==> src/hdl/fcca_pkg.sv <==
// Shared types, codes and defaults for the FAT16 cluster chain allocator.
package fcca_pkg;

  localparam int TABLE_ENTRIES_DEF = 4096;
  localparam int MAX_CHAIN_DEF     = 64;

  localparam int REQ_W   = 3;
  localparam int ST_W    = 3;
  localparam int CLUS_W  = 16;
  localparam int LEN_W   = 7;
  localparam int FREED_W = 13;
  localparam int COUNT_W = 12;
  localparam int CFG_W   = 12;
  localparam int CIDX_W  = 1;

  localparam logic [REQ_W-1:0] REQ_WRITE = 3'd0;
  localparam logic [REQ_W-1:0] REQ_READ  = 3'd1;
  localparam logic [REQ_W-1:0] REQ_FIND  = 3'd2;
  localparam logic [REQ_W-1:0] REQ_ALLOC = 3'd3;
  localparam logic [REQ_W-1:0] REQ_FREE  = 3'd4;

  localparam logic [ST_W-1:0] ST_OK       = 3'd0;
  localparam logic [ST_W-1:0] ST_NOSPACE  = 3'd1;
  localparam logic [ST_W-1:0] ST_READONLY = 3'd2;
  localparam logic [ST_W-1:0] ST_RANGE    = 3'd3;
  localparam logic [ST_W-1:0] ST_TOOLONG  = 3'd4;

  localparam logic [CLUS_W-1:0] EOC_MIN   = 16'hFFF8;
  localparam logic [CLUS_W-1:0] EOC_LAST  = 16'hFFFF;
  localparam logic [CLUS_W-1:0] LINK_FREE = 16'h0000;

  localparam logic [CIDX_W-1:0] REG_COUNT    = 1'b0;
  localparam logic [CIDX_W-1:0] REG_WRITABLE = 1'b1;

  localparam logic [COUNT_W-1:0] COUNT_RST = 12'd4094;

  typedef struct packed {
    logic [COUNT_W-1:0] count;
    logic               writable;
  } cfg_t;

endpackage

==> src/hdl/fcca_engine.sv <==
// Request sequencer: table clear, scans, chain build, rollback and chain walk.
module fcca_engine #(
  parameter int TABLE_ENTRIES = fcca_pkg::TABLE_ENTRIES_DEF,
  parameter int MAX_CHAIN     = fcca_pkg::MAX_CHAIN_DEF,
  localparam int IW = $clog2(TABLE_ENTRIES),
  localparam int BW = (MAX_CHAIN > 1) ? $clog2(MAX_CHAIN) : 1
) (
  input  logic                         clk,
  input  logic                         rst_n,
  input  fcca_pkg::cfg_t               cfg,
  input  logic                         in_valid,
  output logic                         in_stall,
  input  logic [fcca_pkg::REQ_W-1:0]   in_req_type,
  input  logic [fcca_pkg::CLUS_W-1:0]  in_cluster_index,
  input  logic [fcca_pkg::CLUS_W-1:0]  in_entry_value,
  input  logic [fcca_pkg::LEN_W-1:0]   in_chain_length,
  output logic                         out_valid,
  input  logic                         out_stall,
  output logic [fcca_pkg::ST_W-1:0]    out_status,
  output logic [fcca_pkg::CLUS_W-1:0]  out_result_cluster,
  output logic [fcca_pkg::CLUS_W-1:0]  out_read_value,
  output logic [fcca_pkg::FREED_W-1:0] out_freed_count,
  output logic                         out_last,
  output logic                         t_we,
  output logic [IW-1:0]                t_waddr,
  output logic [fcca_pkg::CLUS_W-1:0]  t_wdata,
  output logic [IW-1:0]                t_raddr,
  input  logic [fcca_pkg::CLUS_W-1:0]  t_rdata,
  output logic                         b_we,
  output logic [BW-1:0]                b_waddr,
  output logic [IW-1:0]                b_wdata,
  output logic [BW-1:0]                b_raddr,
  input  logic [IW-1:0]                b_rdata
);

  import fcca_pkg::*;

  localparam int CW = $clog2(MAX_CHAIN + 1);
  localparam int FW = $clog2(TABLE_ENTRIES + 1);
  localparam logic [16:0] TE_V  = 17'(TABLE_ENTRIES);
  localparam logic [IW-1:0] CLR_END = IW'(TABLE_ENTRIES - 1);

  localparam logic [3:0] S_CLR   = 4'd0;
  localparam logic [3:0] S_IDLE  = 4'd1;
  localparam logic [3:0] S_RD    = 4'd2;
  localparam logic [3:0] S_SCAN  = 4'd3;
  localparam logic [3:0] S_ANEXT = 4'd4;
  localparam logic [3:0] S_AEND  = 4'd5;
  localparam logic [3:0] S_UNDO  = 4'd6;
  localparam logic [3:0] S_ORD   = 4'd7;
  localparam logic [3:0] S_OEMIT = 4'd8;
  localparam logic [3:0] S_FWALK = 4'd9;
  localparam logic [3:0] S_EMIT  = 4'd10;

  localparam logic [1:0] W_DONE  = 2'd0;
  localparam logic [1:0] W_RANGE = 2'd1;
  localparam logic [1:0] W_LONG  = 2'd2;
  localparam logic [1:0] W_GO    = 2'd3;

  function automatic logic [1:0] walk_step(input logic [CLUS_W-1:0] cand,
                                           input logic [FW-1:0] freed);
    logic [1:0] d;
    if (cand < 16'd2 || cand >= EOC_MIN) begin
      d = W_DONE;
    end else if ({1'b0, cand} >= TE_V) begin
      d = W_RANGE;
    end else if (17'(freed) >= TE_V) begin
      d = W_LONG;
    end else begin
      d = W_GO;
    end
    return d;
  endfunction

  logic [3:0]        state_r, state_nxt;
  logic [IW-1:0]     clr_r, clr_nxt;
  logic [16:0]       scan_c_r, scan_c_nxt;
  logic              pend_r, pend_nxt;
  logic [IW-1:0]     pend_c_r, pend_c_nxt;
  logic              alloc_r, alloc_nxt;
  logic [IW-1:0]     prev_r, prev_nxt;
  logic              has_prev_r, has_prev_nxt;
  logic [IW-1:0]     link_from_r, link_from_nxt;
  logic              link_pend_r, link_pend_nxt;
  logic [CW-1:0]     fill_r, fill_nxt;
  logic [CW-1:0]     len_r, len_nxt;
  logic [CW-1:0]     j_r, j_nxt;
  logic              upend_r, upend_nxt;
  logic [IW-1:0]     walk_c_r, walk_c_nxt;
  logic [FW-1:0]     freed_r, freed_nxt;
  logic              byp_r, byp_nxt;
  logic [ST_W-1:0]   res_status_r, res_status_nxt;
  logic [CLUS_W-1:0] res_cluster_r, res_cluster_nxt;
  logic [CLUS_W-1:0] res_rv_r, res_rv_nxt;

  logic               out_valid_r, out_valid_nxt;
  logic [ST_W-1:0]    out_status_r, out_status_nxt;
  logic [CLUS_W-1:0]  out_cluster_r, out_cluster_nxt;
  logic [CLUS_W-1:0]  out_rv_r, out_rv_nxt;
  logic [FREED_W-1:0] out_freed_r, out_freed_nxt;
  logic               out_last_r, out_last_nxt;

  logic              out_free;
  logic              accept;
  logic              in_range;
  logic [16:0]       lim_sum;
  logic [16:0]       lim;
  logic              hit;
  logic [CLUS_W-1:0] walk_data;
  logic [FW-1:0]     freed_inc;
  logic [1:0]        walk_dec;
  logic [1:0]        walk_dec0;
  logic              out_is_last;

  assign in_stall    = (state_r != S_IDLE);
  assign accept      = in_valid && !in_stall;
  assign out_free    = !out_valid_r || !out_stall;
  assign in_range    = ({1'b0, in_cluster_index} < TE_V);
  assign lim_sum     = 17'(cfg.count) + 17'd2;
  assign lim         = (lim_sum > TE_V) ? TE_V : lim_sum;
  assign hit         = pend_r && (t_rdata == LINK_FREE);
  assign walk_data   = byp_r ? LINK_FREE : t_rdata;
  assign freed_inc   = FW'(freed_r + 1'b1);
  assign walk_dec    = walk_step(walk_data, freed_inc);
  assign walk_dec0   = walk_step(in_cluster_index, FW'(0));
  assign out_is_last = (CW'(j_r + 1'b1) == fill_r);

  always_comb begin
    state_nxt       = state_r;
    clr_nxt         = clr_r;
    scan_c_nxt      = scan_c_r;
    pend_nxt        = pend_r;
    pend_c_nxt      = pend_c_r;
    alloc_nxt       = alloc_r;
    prev_nxt        = prev_r;
    has_prev_nxt    = has_prev_r;
    link_from_nxt   = link_from_r;
    link_pend_nxt   = link_pend_r;
    fill_nxt        = fill_r;
    len_nxt         = len_r;
    j_nxt           = j_r;
    upend_nxt       = upend_r;
    walk_c_nxt      = walk_c_r;
    freed_nxt       = freed_r;
    byp_nxt         = byp_r;
    res_status_nxt  = res_status_r;
    res_cluster_nxt = res_cluster_r;
    res_rv_nxt      = res_rv_r;
    out_valid_nxt   = out_valid_r && out_stall;
    out_status_nxt  = out_status_r;
    out_cluster_nxt = out_cluster_r;
    out_rv_nxt      = out_rv_r;
    out_freed_nxt   = out_freed_r;
    out_last_nxt    = out_last_r;
    t_we            = 1'b0;
    t_waddr         = walk_c_r;
    t_wdata         = LINK_FREE;
    t_raddr         = scan_c_r[IW-1:0];
    b_we            = 1'b0;
    b_waddr         = fill_r[BW-1:0];
    b_wdata         = pend_c_r;
    b_raddr         = j_r[BW-1:0];

    unique case (state_r)
      S_CLR: begin
        t_we    = 1'b1;
        t_waddr = clr_r;
        clr_nxt = IW'(clr_r + 1'b1);
        if (clr_r == CLR_END) begin
          state_nxt = S_IDLE;
        end
      end

      S_IDLE: begin
        t_raddr = in_cluster_index[IW-1:0];
        if (accept) begin
          res_status_nxt  = ST_OK;
          res_cluster_nxt = LINK_FREE;
          res_rv_nxt      = LINK_FREE;
          freed_nxt       = '0;
          state_nxt       = S_EMIT;
          unique case (in_req_type)
            REQ_WRITE: begin
              if (!in_range) begin
                res_status_nxt = ST_RANGE;
              end else if (!cfg.writable) begin
                res_status_nxt = ST_READONLY;
              end else begin
                t_we    = 1'b1;
                t_waddr = in_cluster_index[IW-1:0];
                t_wdata = in_entry_value;
              end
            end
            REQ_READ: begin
              if (!in_range) begin
                res_status_nxt = ST_RANGE;
              end else begin
                state_nxt = S_RD;
              end
            end
            REQ_FIND: begin
              if (!in_range) begin
                res_status_nxt = ST_RANGE;
              end else begin
                alloc_nxt  = 1'b0;
                pend_nxt   = 1'b0;
                scan_c_nxt = (in_cluster_index < 16'd2) ? 17'd2 : 17'(in_cluster_index);
                state_nxt  = S_SCAN;
              end
            end
            REQ_ALLOC: begin
              if (!cfg.writable) begin
                res_status_nxt = ST_READONLY;
              end else if (in_chain_length > LEN_W'(MAX_CHAIN)) begin
                res_status_nxt = ST_TOOLONG;
              end else if (in_chain_length == '0) begin
                fill_nxt = '0;
              end else begin
                fill_nxt     = '0;
                len_nxt      = CW'(in_chain_length);
                has_prev_nxt = 1'b0;
                alloc_nxt    = 1'b1;
                pend_nxt     = 1'b0;
                scan_c_nxt   = 17'd2;
                state_nxt    = S_SCAN;
              end
            end
            REQ_FREE: begin
              if (!cfg.writable) begin
                res_status_nxt = ST_READONLY;
              end else begin
                walk_c_nxt = in_cluster_index[IW-1:0];
                byp_nxt    = 1'b0;
                case (walk_dec0)
                  W_GO:    state_nxt      = S_FWALK;
                  W_RANGE: res_status_nxt = ST_RANGE;
                  W_LONG:  res_status_nxt = ST_TOOLONG;
                  default: res_status_nxt = ST_OK;
                endcase
              end
            end
            default: begin
              res_status_nxt = ST_RANGE;
            end
          endcase
        end
      end

      S_RD: begin
        res_rv_nxt = t_rdata;
        state_nxt  = S_EMIT;
      end

      S_SCAN: begin
        if (hit) begin
          if (!alloc_r) begin
            res_status_nxt  = ST_OK;
            res_cluster_nxt = CLUS_W'(pend_c_r);
            state_nxt       = S_EMIT;
          end else begin
            t_we          = 1'b1;
            t_waddr       = pend_c_r;
            t_wdata       = EOC_MIN;
            b_we          = 1'b1;
            fill_nxt      = CW'(fill_r + 1'b1);
            link_from_nxt = prev_r;
            link_pend_nxt = has_prev_r;
            prev_nxt      = pend_c_r;
            has_prev_nxt  = 1'b1;
            state_nxt     = S_ANEXT;
          end
        end else if (scan_c_r >= lim) begin
          if (!alloc_r) begin
            res_status_nxt  = ST_NOSPACE;
            res_cluster_nxt = LINK_FREE;
            state_nxt       = S_EMIT;
          end else begin
            j_nxt     = '0;
            upend_nxt = 1'b0;
            state_nxt = S_UNDO;
          end
        end else begin
          pend_nxt   = 1'b1;
          pend_c_nxt = scan_c_r[IW-1:0];
          scan_c_nxt = 17'(scan_c_r + 1'b1);
        end
      end

      S_ANEXT: begin
        if (link_pend_r) begin
          t_we    = 1'b1;
          t_waddr = link_from_r;
          t_wdata = CLUS_W'(prev_r);
        end
        if (fill_r == len_r) begin
          state_nxt = S_AEND;
        end else begin
          scan_c_nxt = 17'(prev_r) + 17'd1;
          pend_nxt   = 1'b0;
          state_nxt  = S_SCAN;
        end
      end

      S_AEND: begin
        t_we      = 1'b1;
        t_waddr   = prev_r;
        t_wdata   = EOC_LAST;
        j_nxt     = '0;
        state_nxt = S_ORD;
      end

      S_UNDO: begin
        if (upend_r) begin
          t_we    = 1'b1;
          t_waddr = b_rdata;
          t_wdata = LINK_FREE;
        end
        if (j_r < fill_r) begin
          j_nxt     = CW'(j_r + 1'b1);
          upend_nxt = 1'b1;
        end else begin
          fill_nxt        = '0;
          res_status_nxt  = ST_NOSPACE;
          res_cluster_nxt = LINK_FREE;
          state_nxt       = S_EMIT;
        end
      end

      S_ORD: begin
        state_nxt = S_OEMIT;
      end

      S_OEMIT: begin
        if (out_free) begin
          out_valid_nxt   = 1'b1;
          out_status_nxt  = ST_OK;
          out_cluster_nxt = CLUS_W'(b_rdata);
          out_rv_nxt      = LINK_FREE;
          out_freed_nxt   = '0;
          out_last_nxt    = out_is_last;
          j_nxt           = CW'(j_r + 1'b1);
          state_nxt       = out_is_last ? S_IDLE : S_ORD;
        end
      end

      S_FWALK: begin
        t_we      = 1'b1;
        t_waddr   = walk_c_r;
        t_wdata   = LINK_FREE;
        freed_nxt = freed_inc;
        t_raddr   = walk_data[IW-1:0];
        if (walk_dec == W_GO) begin
          walk_c_nxt = walk_data[IW-1:0];
          byp_nxt    = (walk_data[IW-1:0] == walk_c_r);
        end else begin
          case (walk_dec)
            W_RANGE: res_status_nxt = ST_RANGE;
            W_LONG:  res_status_nxt = ST_TOOLONG;
            default: res_status_nxt = ST_OK;
          endcase
          state_nxt = S_EMIT;
        end
      end

      S_EMIT: begin
        if (out_free) begin
          out_valid_nxt   = 1'b1;
          out_status_nxt  = res_status_r;
          out_cluster_nxt = res_cluster_r;
          out_rv_nxt      = res_rv_r;
          out_freed_nxt   = FREED_W'(freed_r);
          out_last_nxt    = 1'b1;
          state_nxt       = S_IDLE;
        end
      end

      default: begin
        state_nxt = S_IDLE;
      end
    endcase
  end

  always_ff @(posedge clk) begin
    if (!rst_n) begin
      state_r     <= S_CLR;
      clr_r       <= '0;
      pend_r      <= 1'b0;
      alloc_r     <= 1'b0;
      has_prev_r  <= 1'b0;
      link_pend_r <= 1'b0;
      fill_r      <= '0;
      len_r       <= '0;
      j_r         <= '0;
      upend_r     <= 1'b0;
      byp_r       <= 1'b0;
      out_valid_r <= 1'b0;
    end else begin
      state_r     <= state_nxt;
      clr_r       <= clr_nxt;
      pend_r      <= pend_nxt;
      alloc_r     <= alloc_nxt;
      has_prev_r  <= has_prev_nxt;
      link_pend_r <= link_pend_nxt;
      fill_r      <= fill_nxt;
      len_r       <= len_nxt;
      j_r         <= j_nxt;
      upend_r     <= upend_nxt;
      byp_r       <= byp_nxt;
      out_valid_r <= out_valid_nxt;
    end
  end

  always_ff @(posedge clk) begin
    scan_c_r      <= scan_c_nxt;
    pend_c_r      <= pend_c_nxt;
    prev_r        <= prev_nxt;
    link_from_r   <= link_from_nxt;
    walk_c_r      <= walk_c_nxt;
    freed_r       <= freed_nxt;
    res_status_r  <= res_status_nxt;
    res_cluster_r <= res_cluster_nxt;
    res_rv_r      <= res_rv_nxt;
    out_status_r  <= out_status_nxt;
    out_cluster_r <= out_cluster_nxt;
    out_rv_r      <= out_rv_nxt;
    out_freed_r   <= out_freed_nxt;
    out_last_r    <= out_last_nxt;
  end

  assign out_valid          = out_valid_r;
  assign out_status         = out_status_r;
  assign out_result_cluster = out_cluster_r;
  assign out_read_value     = out_rv_r;
  assign out_freed_count    = out_freed_r;
  assign out_last           = out_last_r;

endmodule

==> config.mk <==
export PLATFORM = sky130hd
export DESIGN_NAME = fcca_engine
export DESIGN_NICKNAME = d
export VERILOG_FILES = /design/src/hdl/fcca_pkg.sv /design/src/hdl/fcca_engine.sv
export SDC_FILE = /design/constraint.sdc
export NUM_CORES = 1
export LEC_CHECK = 0
export ABC_AREA = 1
export BUFFER_PORTS_ARGS = -buffer_cell sky130_fd_sc_hd__buf_4
export CAP_MARGIN = 30
export CELL_PAD_IN_SITES_DETAIL_PLACEMENT = 1
export CELL_PAD_IN_SITES_GLOBAL_PLACEMENT = 2
export CORE_MARGIN = 2
export CORE_UTILIZATION = 36
export CTS_BUF_LIST = sky130_fd_sc_hd__clkbuf_8 sky130_fd_sc_hd__clkbuf_16
export DETAILED_ROUTE_END_ITERATION = 8
export PLACE_DENSITY_LB_ADDON = 0.1
export SETUP_SLACK_MARGIN = 0.05
export SYNTH_ARGS = -nofsm -noshare
export SYNTH_HDL_FRONTEND = slang
export SYNTH_SLANG_ARGS = --single-unit
==> constraint.sdc <==
create_clock -name clk -period 11.25 [get_ports clk]
set_clock_uncertainty 0.05 [all_clocks]
set_input_delay 0 -clock clk [delete_from_list [all_inputs] [get_ports clk]]
set_output_delay 0 -clock clk [all_outputs]
set_load 0.01 [all_outputs]
==> metrics.log <==
[metrics] result of the run: finished clean
[metrics] top flip-flop cell by instance count after synthesis: sky130_fd_sc_hd__edfxtp_1
[metrics] die height: between 150 and 200 um
[metrics] DP HPWL: between 30000 and 40000 um
[metrics] Root Driver: sky130_fd_sc_hd__clkbuf_16
[metrics] number of cells on the worst hold path: 4
[metrics] clock tree from TritonCTS: yes
[metrics] mean routed wirelength per cell: just over 20 um
[metrics] initial DRC count: around 930
[metrics] WL met1: between 20000 and 25000 um
[metrics] actual slew at the worst max-slew pin: about 0.97 ns
[metrics] uppermost layer routed: met4
[metrics] number of instances in the synthesized netlist: ~1500
[metrics] cell area after technology mapping: around 12000 um^2
[metrics] part of the Yosys area used for sequential elements: 0.459
[metrics] beginning of the worst register-to-register path: scan_c_r[8]
[metrics] worst rel slew slack: 0.348
[metrics] share of final-layout standard cells stronger than drive strength 1: 0.160
[metrics] via density per instance: 5.27
[metrics] maximum capacitance violations: 0
[metrics] post-cts resize count: 0
[metrics] final number of setup-violating endpoints: 0
[metrics] Yosys Warn Count: 0
[metrics] RSZ-0062 raised after global routing: false
[metrics] count of cell types in the netlist: 53
[metrics] slowest stage delay, CP: about 0.72 ns
[metrics] proportion of netlist area held by the largest area contributor: 0.386
[metrics] flops & latches, synth: approximately 200
[metrics] total of fill cells in the finished design: about 4000
[metrics] final hold violations: 0
[metrics] sum of overflow across all layers after global routing: 0
[metrics] number of antenna violations at the first check in global routing: 1
[metrics] maximum clock frequency: approximately 270 MHz
[metrics] Leak: around 6.5 nW
[metrics] footprint of the flip-flops and latches: between 5000 and 6000 um^2
[metrics] clk_lat worst skew: between 0.4 and 0.5 ns
[metrics] wire length of the first global-routing pass: 69300 um
[metrics] largest fanout on the critical path: 28
[metrics] PortBufs: 199
[metrics] critical path data arrival time: between 3 and 4 ns
[metrics] worst reg2reg endpoint: res_cluster_r[6]
[metrics] maximum number of buffers from clock root to sink: 2
[metrics] most common library cells after synthesis: sky130_fd_sc_hd__nand2_1, sky130_fd_sc_hd__inv_1, sky130_fd_sc_hd__nor2_1, sky130_fd_sc_hd__edfxtp_1, sky130_fd_sc_hd__nand3_1
[metrics] Endpoint, Worst Hold: res_status_r[1]
[metrics] GRT Total Usage: 0.259
[metrics] Routed Antenna Nets: 0
[metrics] number of global-route vias before repair: approximately 12000
[metrics] vias: 11666
[metrics] placer congestion estimate: between 0.9 and 1
[metrics] max-slew violation count: 0
[metrics] final-stage net count: 1872
[metrics] final setup TNS: 0 ns
[metrics] multi-input logic area: roughly 5300 um^2
[metrics] CP dominant cell by count: sky130_fd_sc_hd__nor2_1
[metrics] Worst Reg-to-Reg Cells: 9
[metrics] post-synthesis cell type with the largest combined area: sky130_fd_sc_hd__edfxtp_1
[metrics] clock buffers created by TritonCTS: 17
[metrics] area of the placeable core: around 33000 um^2
[metrics] Critical Path Start: alloc_r
[metrics] startpoint class of the critical path: register
[metrics] Synth Area per Inst: around 7.8 um^2
[metrics] initial core utilization: 0.367
[metrics] clock transition at the register clock pins on the worst setup and hold paths after CTS: 0.09 ns
[metrics] number of enable-type register cells in the synthesized netlist: between 150 and 200
[metrics] critical path cell sequence: inv_1, nor2_1, nand4_2, inv_2, nor2_1, o211ai_1, buf_4
[metrics] met2 wire length: roughly 20000 um
[metrics] count leader, synth: sky130_fd_sc_hd__nand2_1
[metrics] nature of the critical path endpoint: output port
[metrics] power per unit of standard cell area: ~120 nW/um^2
[metrics] # clock sinks: between 150 and 200
[metrics] cell type of the slowest stage on the worst timing path: sky130_fd_sc_hd__dfxtp_1
[metrics] data required time at the worst endpoint: 11.20 ns
[metrics] path class of the lowest-slack min-delay path: input port to register
[metrics] final critical delay including setup and external delays: around 3.7 ns
[metrics] Reg2Reg Setup Slack: 8.02 ns
[metrics] maximum VDD drop: 0.106 mV
[metrics] largest net degree at the start of global routing: 46
[metrics] top post-synthesis cells by area: sky130_fd_sc_hd__edfxtp_1, sky130_fd_sc_hd__nand2_1, sky130_fd_sc_hd__dfxtp_1
[metrics] Final period util: 0.331
[metrics] proportion of register bits with asynchronous set or reset after synthesis: 0
[metrics] total wirelength of the detailed-routed design: 45100 um
[metrics] die area: about 35000 um^2
[metrics] die outline width: ~190 um
[metrics] worst hold path startpoint: in_req_type[1]
[metrics] count of H-tree levels built during CTS: 4
[metrics] DRC violations left: 0
[metrics] Finished Core Util: 0.461
[metrics] count of boundary I/O pins: just over 200
[metrics] met3 wirelength from detailed routing: between 3000 and 4000 um
[metrics] number of standard-cell rows in the floorplan: 66
[metrics] category of the most critical setup path: register to output port
[metrics] synthesis-to-finish area growth: 25.5%
[metrics] Pre-Repair DR Iteration Count: 5
stage by stage:
stage | cell area [um^2] | cells | total power, mW | hold slack [ns] | setup WS (ns)
after CTS | 15000 | 2213 | 1.86 | 0.00227 | 7.64
final | 15000 | 2214 | 1.85 | 0.0159 | 7.52
after global routing | 15000 | 2213 | 1.92 | 0.0431 | 7.30
after floorplan | 12000 | 1536 | 1.01 | 0.0737 | 7.39
after detailed placement | 13800 | 2121 | 1.15 | 0.205 | 7.17
after global placement | 13800 | 2120 | 1.15 | 0.191 | 7.32
worst max path at each step:
stage / to / slack (ns) / cells past startpoint
2_1_floorplan: res_cluster_r[0] / 7.39 / 19
3_3_place_gp: res_cluster_r[5] / 7.32 / 19
3_5_place_dp: res_cluster_r[4] / 7.17 / 20
4_1_cts: res_cluster_r[9] / 7.64 / 20
5_1_grt: res_cluster_r[9] / 7.30 / 20
6_report: t_wdata[8] / 7.52 / 7
timing repair:
| item | CTS | global route |
|---|---|---|
| hold buffers | 60 | 0 |
| endpoints found under the hold margin | 68 | 0 |
| buffers inserted | 0 | 0 |
registers in the layout (all words and copies together), names as in the netlist, 3 cells and up:
register,cells
len_r,7
out_freed_count,13
res_rv_r,16
prev_r,12
state_r,4
walk_c_r,12
j_r,7
out_read_value,16
b_wdata,12
out_status,3
clr_r,12
fill_r,7
link_from_r,12
out_result_cluster,12
res_status_r,3
scan_c_r,17
freed_r,13
res_cluster_r,12
area by class of cell:
cell class,instances,area share
flip-flops and latches,198,0.366
multi-input cells,1056,0.355
repair buffers,264,0.143
inverters,221,0.0553
well taps,442,0.0368
clock buffers,17,0.0283
clock inverters,15,0.0153
diodes,1,0.000166
worst max-delay path, delay by kind of cell (launching register included):
| kind | cells | cell delay, ns |
|---|---|---|
| simple gates | 3 | 1.18 |
| buf+inv | 3 | 1.08 |
| flops | 1 | 0.72 |
| compound gates | 1 | 0.21 |
where the power goes:
part | switching (mW) | internal [mW]
clock | 0.330 | 0.367
combinational | 0.201 | 0.120
sequential | 0.0183 | 0.811
total | 0.549 | 1.30
cells by family after synthesis:
family / synth area share
compound gates: 0.128
xor+xnor: 0.0175
fa+ha+maj: 0.0282
buf+inv: 0.0980
flops: 0.459
other cells: 0.000313
simple gates: 0.269
layout by cell type (no fill, tap or decap), types with 19 or more instances in the layout:
| cell | synthesis | final |
|---|---|---|
| sky130_fd_sc_hd__a21oi_1 | 75 | 75 |
| sky130_fd_sc_hd__buf_4 | 20 | 203 |
| sky130_fd_sc_hd__dfxtp_1 | 44 | 44 |
| sky130_fd_sc_hd__dlygate4sd3_1 | 0 | 60 |
| sky130_fd_sc_hd__edfxtp_1 | 154 | 154 |
| sky130_fd_sc_hd__ha_1 | 27 | 27 |
| sky130_fd_sc_hd__inv_1 | 210 | 210 |
| sky130_fd_sc_hd__nand2_1 | 345 | 345 |
| sky130_fd_sc_hd__nand3_1 | 99 | 99 |
| sky130_fd_sc_hd__nand4_1 | 26 | 26 |
| sky130_fd_sc_hd__nor2_1 | 207 | 206 |
| sky130_fd_sc_hd__nor3_1 | 19 | 19 |
| sky130_fd_sc_hd__o211ai_1 | 30 | 30 |
| sky130_fd_sc_hd__o21ai_0 | 90 | 90 |
routing by layer:
| layer | track usage | vias up |
|---|---|---|
| li1 | - | 5568 |
| met1 | 0.348 | 5618 |
| met5 | 0 | - |
| met3 | 0.0527 | 62 |
| met2 | 0.421 | 418 |
| met4 | 0.0791 | 0 |
Note: power is estimated with default switching activity, not from simulation.
